## config.mk

```make
export PLATFORM = sky130hd
export DESIGN_NAME = thermal_safety_supervisor_unit
export DESIGN_NICKNAME = d
export VERILOG_FILES = /design/src/design/tss_pkg.sv /design/src/design/tss_timer.sv /design/src/design/tss_link.sv /design/src/design/tss_thermal.sv /design/src/design/thermal_safety_supervisor_unit.sv
export SDC_FILE = /design/constraint.sdc
export NUM_CORES = 1
export LEC_CHECK = 0
export BUFFER_PORTS_ARGS = -buffer_cell sky130_fd_sc_hd__buf_4
export CELL_PAD_IN_SITES_DETAIL_PLACEMENT = 1
export CELL_PAD_IN_SITES_GLOBAL_PLACEMENT = 1
export CORE_MARGIN = 2
export CORE_UTILIZATION = 45
export DETAILED_ROUTE_END_ITERATION = 8
export GPL_TIMING_DRIVEN = 0
export PLACE_DENSITY = 0.87
export SKIP_CTS_REPAIR_TIMING = 1
export SYNTH_ARGS = -nofsm -noshare
export SYNTH_HDL_FRONTEND = slang
export SYNTH_SLANG_ARGS = --single-unit
```

## constraint.sdc

```tcl
create_clock -name clk -period 6.7 [get_ports clk]
set_clock_uncertainty 0.1 [all_clocks]
set_input_delay 1.34 -clock clk [delete_from_list [all_inputs] [get_ports clk]]
set_output_delay 1.34 -clock clk [all_outputs]
set_load 0.02 [all_outputs]
```

## src/design/tss_pkg.sv

```systemverilog
// Shared types and constants for the thermal safety supervisor.
`default_nettype none
package tss_pkg;
	localparam int TEMP_W         = 15;
	localparam int PERIOD_W       = 16;
	localparam int DUTY_W         = 8;
	localparam int CFG_IDX_W      = 3;
	localparam int CFG_DATA_W     = 16;
	localparam int TIMER_BITS_DEF = 16;

	localparam logic [DUTY_W-1:0] FULL_DUTY = 8'd255;
	localparam logic [DUTY_W-1:0] NO_DUTY   = 8'd0;

	localparam logic signed [TEMP_W-1:0] OVERHEAT_RST  = 15'sd8000;
	localparam logic signed [TEMP_W-1:0] HIGH_RST      = 15'sd5000;
	localparam logic [PERIOD_W-1:0]      CONV_RST      = 16'd750;
	localparam logic [PERIOD_W-1:0]      BLINK_RST     = 16'd500;
	localparam logic [PERIOD_W-1:0]      TIMEOUT_RST   = 16'd2000;

	typedef enum logic [CFG_IDX_W-1:0] {
		REG_OVERHEAT = 3'd0,
		REG_HIGH     = 3'd1,
		REG_CONV     = 3'd2,
		REG_BLINK    = 3'd3,
		REG_TIMEOUT  = 3'd4
	} reg_idx_t;

	typedef enum logic [1:0] {
		ST_LOW  = 2'd0,
		ST_HIGH = 2'd1,
		ST_OVER = 2'd2
	} status_t;

	typedef struct packed {
		logic [DUTY_W-1:0] heater_one_drive;
		logic [DUTY_W-1:0] heater_two_drive;
		logic [DUTY_W-1:0] cooler_drive;
		logic              red_led;
		logic              green_led;
		status_t           thermal_status;
		logic              sample_taken;
	} res_t;
endpackage
`default_nettype wire

```

## src/design/tss_timer.sv

```systemverilog
// Saturating tick counter that fires and restarts when it reaches its period.
`default_nettype none
module tss_timer #(
	parameter int TIMER_BITS = tss_pkg::TIMER_BITS_DEF
) (
	input  logic                         clk,
	input  logic                         arst_n,
	input  logic                         step,
	input  logic [tss_pkg::PERIOD_W-1:0] period,
	output logic                         fire
);
	import tss_pkg::*;

	localparam int CMP_W = (TIMER_BITS > PERIOD_W) ? TIMER_BITS : PERIOD_W;

	logic [TIMER_BITS-1:0] cnt_q;
	logic [TIMER_BITS-1:0] inc;
	logic [CMP_W-1:0]      inc_x;
	logic [CMP_W-1:0]      per_x;

	assign inc   = (cnt_q == {TIMER_BITS{1'b1}}) ? cnt_q : cnt_q + 1'b1;
	assign inc_x = CMP_W'(inc);
	assign per_x = CMP_W'(period);
	// a saturated counter below a wide period never fires
	assign fire  = (inc_x >= per_x);

	always_ff @(posedge clk or negedge arst_n) begin
		if (!arst_n) begin
			cnt_q <= '0;
		end else if (step) begin
			cnt_q <= fire ? '0 : inc;
		end
	end
endmodule
`default_nettype wire

```

## src/design/tss_link.sv

```systemverilog
// Host-silence timeout: tracks whether the host link is up or waiting.
`default_nettype none
module tss_link #(
	parameter int TIMER_BITS = tss_pkg::TIMER_BITS_DEF
) (
	input  logic                         clk,
	input  logic                         arst_n,
	input  logic                         step,
	input  logic                         host_message,
	input  logic [tss_pkg::PERIOD_W-1:0] timeout,
	output logic                         link_next
);
	import tss_pkg::*;

	localparam int CMP_W = (TIMER_BITS > PERIOD_W) ? TIMER_BITS : PERIOD_W;

	logic [TIMER_BITS-1:0] since_q;
	logic [TIMER_BITS-1:0] inc;
	logic                  link_q;
	logic [CMP_W-1:0]      inc_x;
	logic [CMP_W-1:0]      to_x;
	logic                  expired;

	assign inc       = (since_q == {TIMER_BITS{1'b1}}) ? since_q : since_q + 1'b1;
	assign inc_x     = CMP_W'(inc);
	assign to_x      = CMP_W'(timeout);
	assign expired   = (inc_x > to_x);
	assign link_next = host_message | (link_q & ~expired);

	always_ff @(posedge clk or negedge arst_n) begin
		if (!arst_n) begin
			since_q <= '0;
			link_q  <= 1'b0;
		end else if (step) begin
			since_q <= host_message ? '0 : inc;
			link_q  <= link_next;
		end
	end
endmodule
`default_nettype wire

```

## src/design/tss_thermal.sv

```systemverilog
// Thermal status latch, blink phase and the drive/LED result of one tick.
`default_nettype none
module tss_thermal (
	input  logic                              clk,
	input  logic                              arst_n,
	input  logic                              step,
	input  logic                              fire_conv,
	input  logic                              fire_blink,
	input  logic                              link_next,
	input  logic signed [tss_pkg::TEMP_W-1:0] t_one,
	input  logic signed [tss_pkg::TEMP_W-1:0] t_two,
	input  logic signed [tss_pkg::TEMP_W-1:0] overheat_lvl,
	input  logic signed [tss_pkg::TEMP_W-1:0] high_lvl,
	input  logic [tss_pkg::DUTY_W-1:0]        req_one,
	input  logic [tss_pkg::DUTY_W-1:0]        req_two,
	input  logic [tss_pkg::DUTY_W-1:0]        req_cool,
	output tss_pkg::res_t                     res
);
	import tss_pkg::*;

	status_t status_q;
	status_t status_next;
	logic    phase_q;
	logic    phase_next;

	assign phase_next = phase_q ^ fire_blink;

	// overheat latches: only reset clears it
	always_comb begin
		status_next = status_q;
		if (fire_conv) begin
			if (status_q == ST_OVER || t_one >= overheat_lvl || t_two >= overheat_lvl) begin
				status_next = ST_OVER;
			end else if (t_one >= high_lvl || t_two >= high_lvl) begin
				status_next = ST_HIGH;
			end else begin
				status_next = ST_LOW;
			end
		end
	end

	always_comb begin
		res.heater_one_drive = req_one;
		res.heater_two_drive = req_two;
		res.cooler_drive     = req_cool;
		res.green_led        = link_next | phase_next;
		res.thermal_status   = status_next;
		res.sample_taken     = fire_conv;
		case (status_next)
			ST_OVER: begin
				res.heater_one_drive = NO_DUTY;
				res.heater_two_drive = NO_DUTY;
				res.cooler_drive     = FULL_DUTY;
				res.red_led          = 1'b1;
			end
			ST_HIGH: res.red_led = phase_next;
			default: res.red_led = 1'b0;
		endcase
	end

	always_ff @(posedge clk or negedge arst_n) begin
		if (!arst_n) begin
			status_q <= ST_LOW;
			phase_q  <= 1'b1;
		end else if (step) begin
			status_q <= status_next;
			phase_q  <= phase_next;
		end
	end
endmodule
`default_nettype wire

```

## src/design/thermal_safety_supervisor_unit.sv

```systemverilog
// Top level of the thermal safety supervisor.
// Each request is one millisecond tick. The block takes one request per clock
// cycle while the output is not stalled. Each accepted request passes through the
// input register, then the counters, compares and the overheat latch settle in
// one pass into the result register. The result register and input register
// both advance while a result is being taken, so back-to-back ticks stream at
// one per cycle; a stalled output holds one result plus one queued request.
// Configuration writes are always ready and should only be issued while idle.
`default_nettype none
module thermal_safety_supervisor_unit #(
	parameter int TIMER_BITS = tss_pkg::TIMER_BITS_DEF
) (
	input  logic                                clk,
	input  logic                                arst_n,
	input  logic                                in_valid,
	output logic                                in_ready,
	input  logic signed [tss_pkg::TEMP_W-1:0]   heater_one_temp,
	input  logic signed [tss_pkg::TEMP_W-1:0]   heater_two_temp,
	input  logic                                host_message,
	input  logic [tss_pkg::DUTY_W-1:0]          heater_one_request,
	input  logic [tss_pkg::DUTY_W-1:0]          heater_two_request,
	input  logic [tss_pkg::DUTY_W-1:0]          cooler_request,
	output logic                                out_valid,
	input  logic                                out_ready,
	output logic [tss_pkg::DUTY_W-1:0]          heater_one_drive,
	output logic [tss_pkg::DUTY_W-1:0]          heater_two_drive,
	output logic [tss_pkg::DUTY_W-1:0]          cooler_drive,
	output logic                                red_led,
	output logic                                green_led,
	output logic [1:0]                          thermal_status,
	output logic                                sample_taken,
	input  logic                                cfg_valid,
	output logic                                cfg_ready,
	input  logic [tss_pkg::CFG_IDX_W-1:0]       cfg_index,
	input  logic [tss_pkg::CFG_DATA_W-1:0]      cfg_data
);
	import tss_pkg::*;

	logic signed [TEMP_W-1:0] overheat_q;
	logic signed [TEMP_W-1:0] high_q;
	logic [PERIOD_W-1:0]      conv_q;
	logic [PERIOD_W-1:0]      blink_q;
	logic [PERIOD_W-1:0]      timeout_q;

	logic                     valid_s1;
	logic signed [TEMP_W-1:0] t_one_s1;
	logic signed [TEMP_W-1:0] t_two_s1;
	logic                     msg_s1;
	logic [DUTY_W-1:0]        req_one_s1;
	logic [DUTY_W-1:0]        req_two_s1;
	logic [DUTY_W-1:0]        req_cool_s1;

	logic                     out_valid_q;
	res_t                     res_q;
	res_t                     res_next;

	logic                     advance;
	logic                     fire_conv;
	logic                     fire_blink;
	logic                     link_next;

	assign cfg_ready = 1'b1;
	assign advance   = valid_s1 & (~out_valid_q | out_ready);
	assign in_ready  = ~valid_s1 | advance;

	always_ff @(posedge clk or negedge arst_n) begin
		if (!arst_n) begin
			overheat_q <= OVERHEAT_RST;
			high_q     <= HIGH_RST;
			conv_q     <= CONV_RST;
			blink_q    <= BLINK_RST;
			timeout_q  <= TIMEOUT_RST;
		end else if (cfg_valid) begin
			case (cfg_index)
				REG_OVERHEAT: overheat_q <= cfg_data[TEMP_W-1:0];
				REG_HIGH:     high_q     <= cfg_data[TEMP_W-1:0];
				REG_CONV:     conv_q     <= cfg_data;
				REG_BLINK:    blink_q    <= cfg_data;
				REG_TIMEOUT:  timeout_q  <= cfg_data;
				default: ;
			endcase
		end
	end

	always_ff @(posedge clk or negedge arst_n) begin
		if (!arst_n) begin
			valid_s1 <= 1'b0;
		end else if (in_ready) begin
			valid_s1 <= in_valid;
		end
	end

	always_ff @(posedge clk) begin
		if (in_ready && in_valid) begin
			t_one_s1    <= heater_one_temp;
			t_two_s1    <= heater_two_temp;
			msg_s1      <= host_message;
			req_one_s1  <= heater_one_request;
			req_two_s1  <= heater_two_request;
			req_cool_s1 <= cooler_request;
		end
	end

	tss_link #(.TIMER_BITS(TIMER_BITS)) u_link (
		.clk          (clk),
		.arst_n       (arst_n),
		.step         (advance),
		.host_message (msg_s1),
		.timeout      (timeout_q),
		.link_next    (link_next)
	);

	tss_timer #(.TIMER_BITS(TIMER_BITS)) u_conv (
		.clk    (clk),
		.arst_n (arst_n),
		.step   (advance),
		.period (conv_q),
		.fire   (fire_conv)
	);

	tss_timer #(.TIMER_BITS(TIMER_BITS)) u_blink (
		.clk    (clk),
		.arst_n (arst_n),
		.step   (advance),
		.period (blink_q),
		.fire   (fire_blink)
	);

	tss_thermal u_thermal (
		.clk          (clk),
		.arst_n       (arst_n),
		.step         (advance),
		.fire_conv    (fire_conv),
		.fire_blink   (fire_blink),
		.link_next    (link_next),
		.t_one        (t_one_s1),
		.t_two        (t_two_s1),
		.overheat_lvl (overheat_q),
		.high_lvl     (high_q),
		.req_one      (req_one_s1),
		.req_two      (req_two_s1),
		.req_cool     (req_cool_s1),
		.res          (res_next)
	);

	always_ff @(posedge clk or negedge arst_n) begin
		if (!arst_n) begin
			out_valid_q <= 1'b0;
		end else if (advance) begin
			out_valid_q <= 1'b1;
		end else if (out_ready) begin
			out_valid_q <= 1'b0;
		end
	end

	always_ff @(posedge clk) begin
		if (advance) begin
			res_q <= res_next;
		end
	end

	assign out_valid        = out_valid_q;
	assign heater_one_drive = res_q.heater_one_drive;
	assign heater_two_drive = res_q.heater_two_drive;
	assign cooler_drive     = res_q.cooler_drive;
	assign red_led          = res_q.red_led;
	assign green_led        = res_q.green_led;
	assign thermal_status   = res_q.thermal_status;
	assign sample_taken     = res_q.sample_taken;
endmodule
`default_nettype wire

```

==> results of run 1 <==
==> critical path, delay by kind of cell (launching register included) <==
kind / cells / cell delay [ns]
adder cells (fa/ha/maj): 2 / 0.67
flip-flops: 1 / 0.47
AO/OA/AOI/OAI: 4 / 0.94
AND/OR/NAND/NOR: 9 / 1.81
buffers and inverters: 3 / 1.04
XOR/XNOR: 1 / 0.16
==> worst paths after layout <==
| kind | startpoint | to |
|---|---|---|
| worst max register to register | u_conv.cnt_q[10] | red_led |
| max in group asynchronous | arst_n | blink_q[8] |
| min in group asynchronous | arst_n | u_link.since_q[15] |
| worst max-delay path | u_conv.cnt_q[10] | red_led |
| worst min register to register | valid_s1 | out_valid |
| worst min-delay path | valid_s1 | out_valid |
==> layout by cell type, fill, tap and decap left out, drive strengths merged, types with 7 or more instances in the layout <==
| cell | n |
|---|---|
| nor4 | 8 |
| ha | 113 |
| nor3 | 12 |
| and3 | 14 |
| mux2 | 27 |
| buf | 117 |
| nor2b | 25 |
| a21oi | 40 |
| xor2 | 8 |
| inv | 94 |
| o22ai | 8 |
| nor2 | 46 |
| dfstp | 31 |
| nand3 | 43 |
| xnor2 | 21 |
| o21a | 8 |
| edfxtp | 84 |
| clkinv | 8 |
| a211oi | 9 |
| a21o | 18 |
| clkbuf | 65 |
| o21ai | 88 |
| a22o | 19 |
| a31oi | 10 |
| mux2i | 7 |
| or2 | 9 |
| nand4 | 33 |
| nand2 | 136 |
| dfrtp | 101 |
==> final cells by class <==
| class | count | area [um^2] |
|---|---|---|
| multi-input cells | 761 | 5300 |
| clock buffers | 33 | 686 |
| repair buffers | 112 | 890 |
| clock inverters | 13 | 111 |
| flip-flops and latches | 216 | 5860 |
| well taps | 330 | 413 |
| inverters | 94 | 353 |
| plain buffers | 37 | 150 |
| fillers | 2746 | 11600 |
==> layer usage <==
layer,vias up,track usage
met5,-,0
met4,0,0.109
met3,98,0.0424
met2,254,0.473
met1,4639,0.309
li1,4243,-
==> sequential cells by signal (all words and copies together), names as in the netlist, 2 cells and up <==
| register | count |
|---|---|
| req_cool_s1 | 8 |
| u_conv.cnt_q | 16 |
| timeout_q | 16 |
| thermal_status | 2 |
| conv_q | 16 |
| cooler_drive | 8 |
| overheat_q | 15 |
| heater_two_drive | 8 |
| t_two_s1 | 15 |
| t_one_s1 | 15 |
| u_blink.cnt_q | 16 |
| heater_one_drive | 8 |
| req_two_s1 | 8 |
| blink_q | 16 |
| u_link.since_q | 16 |
| high_q | 15 |
| req_one_s1 | 8 |
| u_thermal.status_q | 2 |
==> metrics by stage <==
stage | hold slack (ns) | utilization | setup WS [ns] | area (um^2)
6_report | 0.391 | 0.544 | 1.34 | 13800
5_1_grt | 0.410 | 0.544 | 0.932 | 13800
4_1_cts | 0.396 | 0.544 | 1.37 | 13800
3_5_place_dp | 0.382 | 0.512 | 1.56 | 13000
3_3_place_gp | 0.366 | 0.509 | 1.71 | 12900
2_1_floorplan | 0.357 | - | 2.49 | 11700
==> cells by family (layout without fill, tap and decap cells) <==
| logic type | after synthesis | in the layout | synth area share |
|---|---|---|---|
| XOR/XNOR | 29 | 29 | 0.0218 |
| adder cells (fa/ha/maj) | 113 | 113 | 0.121 |
| AO/OA/AOI/OAI | 232 | 232 | 0.127 |
| buffers and inverters | 131 | 289 | 0.0430 |
| other | 1 | 1 | 0.000321 |
| AND/OR/NAND/NOR | 352 | 352 | 0.152 |
| multiplexers | 34 | 34 | 0.0321 |
| flip-flops | 216 | 216 | 0.503 |
==> report_power, final <==
part           total (mW)  internal [mW]  leakage (nW)  switching [mW]
logic                1.19          0.463          3.31           0.732
clock network        1.33          0.763         0.378           0.567
registers            1.78           1.64          2.42           0.140
total                4.31           2.87          6.11            1.44
==> results.sh, run 1 <==
export IMPL_async_flop_share=0.611
export IMPL_path_cells="and3_1, nand3_2, or4_1, buf_2, nand2_2, nor2_1, xor2_1, ha_1, nand4_1, a2111oi_0, o41ai_1, nand2_1, clkbuf_1, nor2_1, a21oi_1, ha_1, clkbuf_1, a21oi_1, nand3_1"
export IMPL_synth_flop_cell="dfrtp_1"
export IMPL_power_density_nw_per_um2=313
export IMPL_r2r_setup_slack_ns=1.34
export IMPL_drive_above_1_share=0.190
export IMPL_cts_root_buf="clkbuf_16"
export IMPL_yosysTopAreaCellShare=0.217
export IMPL_slew_headroom=0.419
export IMPL_nets=1439
export IMPL_viasPerCell=5.79
export IMPL_endpoint_kind="register"
export IMPL_drt_pass1_iter_count=4
export IMPL_cts_made_buffers=25
export IMPL_ys_seq_area_frac=0.503
export IMPL_fin_crit_ns=5.36
export IMPL_route_detailed_drc=0
export IMPL_grt_max_degree=95
export IMPL_hold_viol=0
export IMPL_cp_max_fo=10
export IMPL_hold_path_depth=1
export IMPL_avgRoutedWirePerCell_um=21.9
export IMPL_finalSetupViolCount=0
export IMPL_drt_total_wl_mm=34.9
export IMPL_post_synth_num_cell_types=69
export IMPL_ios=111
export IMPL_min_path_type="register to register"
export IMPL_fp_dieH_um=165
export IMPL_htreeDepth=1
export IMPL_post_dp_hpwl_mm=25.0
export IMPL_grt_usage=0.262
export IMPL_p_leak_nw=6.11
export IMPL_wl_met2_mm=17.9
export IMPL_clkTransAtPathRegs_ns=0.06
export IMPL_fmax_ghz=0.187
export IMPL_rr_worst_depth=19
export IMPL_p_total_mw=4.31
export IMPL_fin_cells=1596
export IMPL_cts_tree="yes"
export IMPL_drt_met1_wl_mm=13.9
export IMPL_ant_nets=0
export IMPL_syn_avg_cell_area_um2=10.5
export IMPL_overflow=0
export IMPL_grt_pass1_wl_mm=54.8
export IMPL_arrival_ns=5.66
export IMPL_cpPeakStageDelay_ns=0.50
export IMPL_dp_cells=1550
export IMPL_io_buffers=109
export IMPL_area_growth_pct=18.0
export IMPL_start_kind="register"
export IMPL_placementRows=58
export IMPL_synth_cells=1108
export IMPL_timing_final_max_slew_violations=0
export IMPL_cpMaxStageDelayCell="or4_1"
export IMPL_route_vias_total=9234
export IMPL_core_area_um2=25300
export IMPL_clockBufferDepth=3
export IMPL_tns_ns=0
export IMPL_rsz0062_at_grt="no"
export IMPL_routed_top_layer="met4"
export IMPL_postSynthRegisterBits=216
export IMPL_place_congestion=0.831
export IMPL_grt_antenna_before_repair=0
export IMPL_synth_area_top_cells="dfrtp_1 (22%), edfxtp_1 (22%), ha_1 (12%), dfstp_2 (7.0%), nand2_1 (4.3%)"
export IMPL_yosysMostFrequentCell="nand2_1"
export IMPL_worstSetupPathType="register to register"
export IMPL_status="finished clean"
export IMPL_die_area_um2=27200
export IMPL_required_ns=7.00
export IMPL_dr_wl_met3_mm=1.51
export IMPL_cap_violations=0
export IMPL_cts_sinks=216
export IMPL_netlist_top_cells_count="nand2_1 (135), ha_1 (113), dfrtp_1 (101)"
export IMPL_clk_latency_ns=0.55
export IMPL_netlist_top_cell_by_area="dfrtp_1"
export IMPL_irDropWorstVdd_v=0.000221
export IMPL_worst_pin_slew_ns=0.871
export IMPL_die_x_um=165
export IMPL_first_iter_violations=436
export IMPL_synth_edff_count=84
export IMPL_yosysWarnings=0
export IMPL_netlist_area_um2=11700
export IMPL_finalCritPeriodShare=0.800
export IMPL_synthesis_nets=1300
export IMPL_start_util=0.461
export IMPL_grt_pass1_vias=10200
export IMPL_num_antenna_cells=0
(Power assumes the default switching activity.)
==> run 2, diff against run 1 <==
ABC_AREA = 1   (was not set)
PLACE_DENSITY = 0.89   (was 0.87)
clock period = 5.5 ns   (was 6.7 ns; I/O delays follow)
==> run 2 against run 1 <==
Against the previous run:
- wire length increased by 9.9%
- register-to-register slack got worse by 0.89 ns
- clock power increased by 36%
- largest cell class unchanged
- largest power group unchanged
==> results.sh, run 2 <==
export IMPL_status="finished clean"
export IMPL_min_path_type="input pin to asynchronous set/reset pin"
export IMPL_synth_area_top_cells="dfrtp_1 (22%), edfxtp_1 (22%), ha_1 (12%), nand2_1 (9.3%), inv_1 (7.8%)"
export IMPL_synth_xor_area_frac=0.0156
export IMPL_ant_nets=0
export IMPL_cts_root_buf="clkbuf_16"
export IMPL_synth_flop_cell="dfrtp_1"
export IMPL_endpoint_kind="register"
export IMPL_cp_max_fo=10
export IMPL_synth_mux_area_frac=0
export IMPL_avgRoutedWirePerCell_um=21.1
export IMPL_ios=111
export IMPL_tns_ns=0
export IMPL_synth_top_family_by_area="simple AND/OR/NAND/NOR gates"
export IMPL_finalCritPeriodShare=0.918
export IMPL_timing_final_max_slew_violations=0
export IMPL_netlist_top_cell_by_area="dfrtp_1"
export IMPL_clock_power_share=0.290
export IMPL_holdWs_ns=0.389
export IMPL_viasPerCell=5.59
export IMPL_cap_violations=0
export IMPL_grt_pass1_vias=11200
export IMPL_cpPeakStageDelay_ns=0.41
export IMPL_nets=1654
export IMPL_worst_pin_slew_ns=0.856
export IMPL_netlist_top_cells_count="nand2_1 (291), inv_1 (243), o21ai_0 (140)"
export IMPL_final_cell_area_um2=13900
export IMPL_irDropWorstVdd_v=0.000336
export IMPL_async_flop_share=0.611
export IMPL_use_met2=0.528
export IMPL_route_vias_total=10100
export IMPL_io_buffers=109
export IMPL_cts_tree="yes"
export IMPL_core_area_um2=25800
export IMPL_worstSetupPathType="register to register"
export IMPL_rsz0062_at_grt="no"
export IMPL_required_ns=5.67
export IMPL_start_util=0.454
export IMPL_slew_headroom=0.430
export IMPL_yosysTopAreaCellShare=0.215
export IMPL_synthSimpleGateAreaFrac=0.174
export IMPL_drive_above_1_share=0.143
export IMPL_use_met1=0.345
export IMPL_grt_usage=0.289
export IMPL_place_congestion=0.883
export IMPL_synthesis_nets=1516
export IMPL_overflow=0
export IMPL_yosysMostFrequentCell="nand2_1"
export IMPL_use_met3=0.0467
export IMPL_clockBufferDepth=3
export IMPL_post_dp_hpwl_mm=25.8
export IMPL_area_growth_pct=18.7
export IMPL_die_area_um2=27400
export IMPL_synth_cells=1324
export IMPL_htreeDepth=1
export IMPL_dpl_cell_area_um2=13000
export IMPL_postSynthRegisterBits=216
export IMPL_fmax_ghz=0.198
export IMPL_clk_latency_ns=0.53
export IMPL_final_common_cell="nand2_1"
export IMPL_grt_max_degree=93
export IMPL_netlist_area_um2=11700
export IMPL_path_cells="ha_1, inv_1, nor3_4, nand4_1, nor2_2, nor2_1, a21oi_1, ha_1, a21oi_1, o21ai_0, nand2_1, o211ai_1, nand2_1, nand3_1, inv_1, nand2_1, nand2_1, inv_1, ha_1, clkbuf_1, or2_2"
export IMPL_pwr_share_comb=0.340
export IMPL_placementRows=59
export IMPL_route_detailed_drc=0
export IMPL_fp_dieH_um=165
export IMPL_p_leak_nw=6.77
export IMPL_cts_sinks=216
export IMPL_synth_compound_area_frac=0.102
export IMPL_cpMaxStageDelayCell="inv_1"
export IMPL_power_density_nw_per_um2=449
export IMPL_grt_antenna_before_repair=0
export IMPL_cpMostUsedCell="nand2_1"
export IMPL_ys_seq_area_frac=0.500
export IMPL_top_usage_layer="met2"
export IMPL_first_iter_violations=663
export IMPL_fin_crit_ns=5.05
export IMPL_intPower_mw=3.91
export IMPL_cts_made_buffers=24
export IMPL_drt_total_wl_mm=38.4
export IMPL_yosys_area_share_adder=0.121
export IMPL_power_share_switching=0.374
export IMPL_die_x_um=165
export IMPL_post_synth_num_cell_types=38
export IMPL_yosysWarnings=0
export IMPL_final_cell_mix="nand2_1 (291), inv_1 (242), o21ai_0 (140), ha_1 (113), buf_4 (109)"
export IMPL_syn_avg_cell_area_um2=8.86
export IMPL_grt_pass1_wl_mm=61.0
export IMPL_cp_num_buf_inv=4
export IMPL_drt_pass1_iter_count=5
export IMPL_synth_edff_count=84
export IMPL_crit_family="simple AND/OR/NAND/NOR gates"
export IMPL_finalSetupViolCount=0
export IMPL_arrival_ns=5.23
export IMPL_clkTransAtPathRegs_ns=0.07
export IMPL_start_kind="register"
export IMPL_pwr_share_seq=0.370
export IMPL_hold_viol=0
export IMPL_p_switching_mw=2.34
-- run 2: metal layers --
| layer | vias up | part of all wire |
|---|---|---|
| met4 | 0 | 0.030 |
| met3 | 89 | 0.051 |
| met1 | 5102 | 0.40 |
| met5 | - | 0 |
| met2 | 335 | 0.52 |
| li1 | 4622 | - |
-- run 2: path summary, 6_finish.rpt --
kind                                      start         endpoint  slack (ns)  cells after the start
worst max-delay path            u_conv.cnt_q[1]  cooler_drive[5]        0.45                     21
worst min-delay path                     arst_n  u_conv.cnt_q[8]        0.39                      1
worst max register to register  u_conv.cnt_q[1]  cooler_drive[5]        0.45                     21
worst min register to register      blink_q[10]      blink_q[10]        0.39                      2
max in group asynchronous                arst_n        high_q[3]        4.06                      2
min in group clk                    blink_q[10]      blink_q[10]        0.39                      2
-- run 2: metrics by stage --
step | setup slack, ns | std cells | util | power (mW)
6_report | 0.449 | 1816 | 0.539 | 6.25
3_5_place_dp | 0.655 | 1771 | 0.505 | 4.33
2_1_floorplan | 1.92 | 1324 | - | 3.54
5_1_grt | 0.131 | 1815 | 0.539 | 6.59
4_1_cts | 0.526 | 1815 | 0.539 | 6.24
3_3_place_gp | 0.967 | 1768 | 0.502 | 4.11
-- run 2: power by group through the flow --
| stage | Clock [mW] | Sequential, mW | Combinational, mW |
|---|---|---|---|
| 2_1_floorplan | 0 | 2.35 | 1.19 |
| 3_3_place_gp | 0 | 2.28 | 1.83 |
| 3_5_place_dp | 0 | 2.31 | 2.02 |
| 4_1_cts | 1.82 | 2.31 | 2.11 |
| 5_1_grt | 1.88 | 2.34 | 2.36 |
| 6_report | 1.81 | 2.31 | 2.13 |
-- run 2: area by class of cell --
class                      instances  area [um^2]
fill                            2996        11900
antenna                            1         2.50
multi-input combinational        836         4840
sequential                       216         5860
timing repair buffer             112          890
clock inverter                    12          191
buffer                            27          109
clock buffer                      32          686
inverter                         245          920
tap                              335          419
-- run 2: logic make-up after synthesis --
family	Yosys count
adders and majority gates	113
AOI/OAI and AO/OA	229
and+or+nand+nor	473
DFF	216
other	1
buffers and inverters	272
xor gates and xnor gates	20
==> run 3, diff against run 2 <==
CORE_MARGIN = not set   (was 2)
MAX_ROUTING_LAYER = met4   (was not set)
==> run 3 against run 2 <==
Against the previous run:
- clock-buffer cell count fell by 6
- wire length fell by 7.8%
- via count fell by 2.4%
- non-clock buffer count did not move
- maximum frequency rose by 4.3%
- sequential share of layout area rose by 0.19 points
- global-route usage fell by 0.72 points
- design area fell by 0.44%
- largest cell class unchanged
- largest power group unchanged
==> results.sh, run 3 (synthesis results as in run 2) <==
export IMPL_first_iter_violations=523
export IMPL_grt_usage=0.282
export IMPL_worst_pin_slew_ns=0.789
export IMPL_fin_crit_ns=4.84
export IMPL_overflow=0
export IMPL_fillerInstances=2995
export IMPL_power_density_nw_per_um2=435
export IMPL_avgRoutedWirePerCell_um=19.5
export IMPL_final_common_cell="nand2_1"
export IMPL_htreeDepth=1
export IMPL_cp_num_buf_inv=5
export IMPL_finalCritPeriodShare=0.880
export IMPL_die_area_um2=26700
export IMPL_pre_cts_ws_ns=0.767
export IMPL_path_cells="ha_1, inv_1, nor3_4, nand4_2, nor2_4, nand2_2, nand3_1, o21ai_0, inv_1, ha_1, a21oi_1, o21ai_0, nand2_1, o211ai_1, nand2_1, nand3_1, inv_1, nand2_1, nand2_1, inv_1, ha_1, clkbuf_1, or2_2"
export IMPL_fmax_ghz=0.207
export IMPL_p_total_mw=6.03
export IMPL_cap_violations=0
export IMPL_final_cell_mix="nand2_1 (291), inv_1 (242), o21ai_0 (140), ha_1 (113), buf_4 (109)"
export IMPL_fin_ws_ns=0.660
export IMPL_endpoint_kind="register"
export IMPL_r2r_end="cooler_drive[4]"
export IMPL_start_util=0.462
export IMPL_hold_viol=0
export IMPL_route_detailed_drc=0
export IMPL_status="finished clean"
export IMPL_final_seq_area_um2=5860
export IMPL_irDropWorstVdd_v=0.000367
export IMPL_io_buffers=109
export IMPL_rr_worst_depth=23
export IMPL_timing_final_max_slew_violations=0
export IMPL_cts_sinks=216
export IMPL_cp_startpoint="u_conv.cnt_q[0]"
export IMPL_min_path_type="input pin to asynchronous set/reset pin"
export IMPL_route_vias_total=9900
export IMPL_grt_pass1_vias=11000
export IMPL_viasPerCell=5.47
export IMPL_cpPeakStageDelay_ns=0.40
export IMPL_tns_ns=0
export IMPL_drt_pass1_iter_count=5
export IMPL_num_antenna_cells=0
export IMPL_nets=1654
export IMPL_grt_antenna_before_repair=0
export IMPL_grt_max_degree=101
export IMPL_crit_family="simple AND/OR/NAND/NOR gates"
export IMPL_cts_root_buf="clkbuf_16"
export IMPL_grt_pass1_wl_mm=56.7
export IMPL_die_x_um=163
export IMPL_multiInputGateArea_um2=4840
export IMPL_place_congestion=0.887
export IMPL_drt_total_wl_mm=35.4
export IMPL_drive_above_1_share=0.142
export IMPL_cp_max_fo=10
export IMPL_post_dp_hpwl_mm=25.2
export IMPL_worstSetupPathType="register to register"
export IMPL_cts_tree="yes"
export IMPL_start_kind="register"
export IMPL_path_depth=23
export IMPL_core_area_um2=25400
export IMPL_cts_made_buffers=24
export IMPL_clk_latency_ns=0.54
export IMPL_cpMaxStageDelayCell="inv_1"
export IMPL_crit_end="cooler_drive[4]"
export IMPL_fp_dieH_um=163
export IMPL_rsz0062_at_grt="no"
export IMPL_holdWs_ns=0.351
export IMPL_area_growth_pct=18.1
export IMPL_r2r_setup_slack_ns=0.66
export IMPL_finalSetupViolCount=0
export IMPL_slew_headroom=0.474
export IMPL_r2r_start="u_conv.cnt_q[0]"
export IMPL_clkTransAtPathRegs_ns=0.06
export IMPL_clockBufferDepth=3
export IMPL_placementRows=58
export IMPL_p_leak_nw=6.74
export IMPL_arrival_ns=5.03
export IMPL_required_ns=5.69
export IMPL_ios=111
export IMPL_ant_nets=0
run 3: area by class of cell:
class,instances,area share
sequential,216,0.423
multi-input combinational,836,0.349
inverter,245,0.0664
timing repair buffer,112,0.0642
clock buffer,26,0.0439
tap,330,0.0298
clock inverter,18,0.0156
buffer,27,0.00785
run 3: metrics by stage:
step	cell area [um^2]	std cells	util
final	13900	1810	0.546
after global routing	13900	1810	0.546
after CTS	13900	1810	0.546
after detailed placement	13000	1766	0.513
after global placement	13000	1763	0.510
after floorplan	11700	1324	-
run 3: worst min-delay path by stage:
stage | end | depth (start not counted)
after floorplan | blink_q[10] | 2
after global placement | overheat_q[7] | 2
after detailed placement | conv_q[4] | 2
after CTS | u_conv.cnt_q[13] | 1
after global routing | u_conv.cnt_q[12] | 1
final | u_conv.cnt_q[12] | 1
run 3: power by group:
group	leakage, nW	internal (mW)	switching [mW]
Combinational	3.90	0.706	1.34
Sequential	2.45	2.09	0.206
Clock	0.391	0.994	0.693
run 3: worst register-to-register path, stage by stage (launching register included):
cell,delay [ns]
dfrtp_1,0.39
ha_1,0.28
inv_1,0.11
nor3_4,0.21
nand4_2,0.24
nor2_4,0.19
nand2_2,0.11
nand3_1,0.09
o21ai_0,0.09
inv_1,0.13
ha_1,0.25
a21oi_1,0.13
o21ai_0,0.11
nand2_1,0.08
o211ai_1,0.08
nand2_1,0.07
nand3_1,0.31
inv_1,0.40
nand2_1,0.10
nand2_1,0.16
inv_1,0.06
ha_1,0.27
clkbuf_1,0.26
or2_2,0.36
run 3: layer usage:
layer,vias up,share of wire,GRT usage
li1,4613,-,-
met1,4866,0.39,0.315
met2,298,0.51,0.491
met3,123,0.056,0.0490
met4,0,0.047,0.123
met5,-,0,-
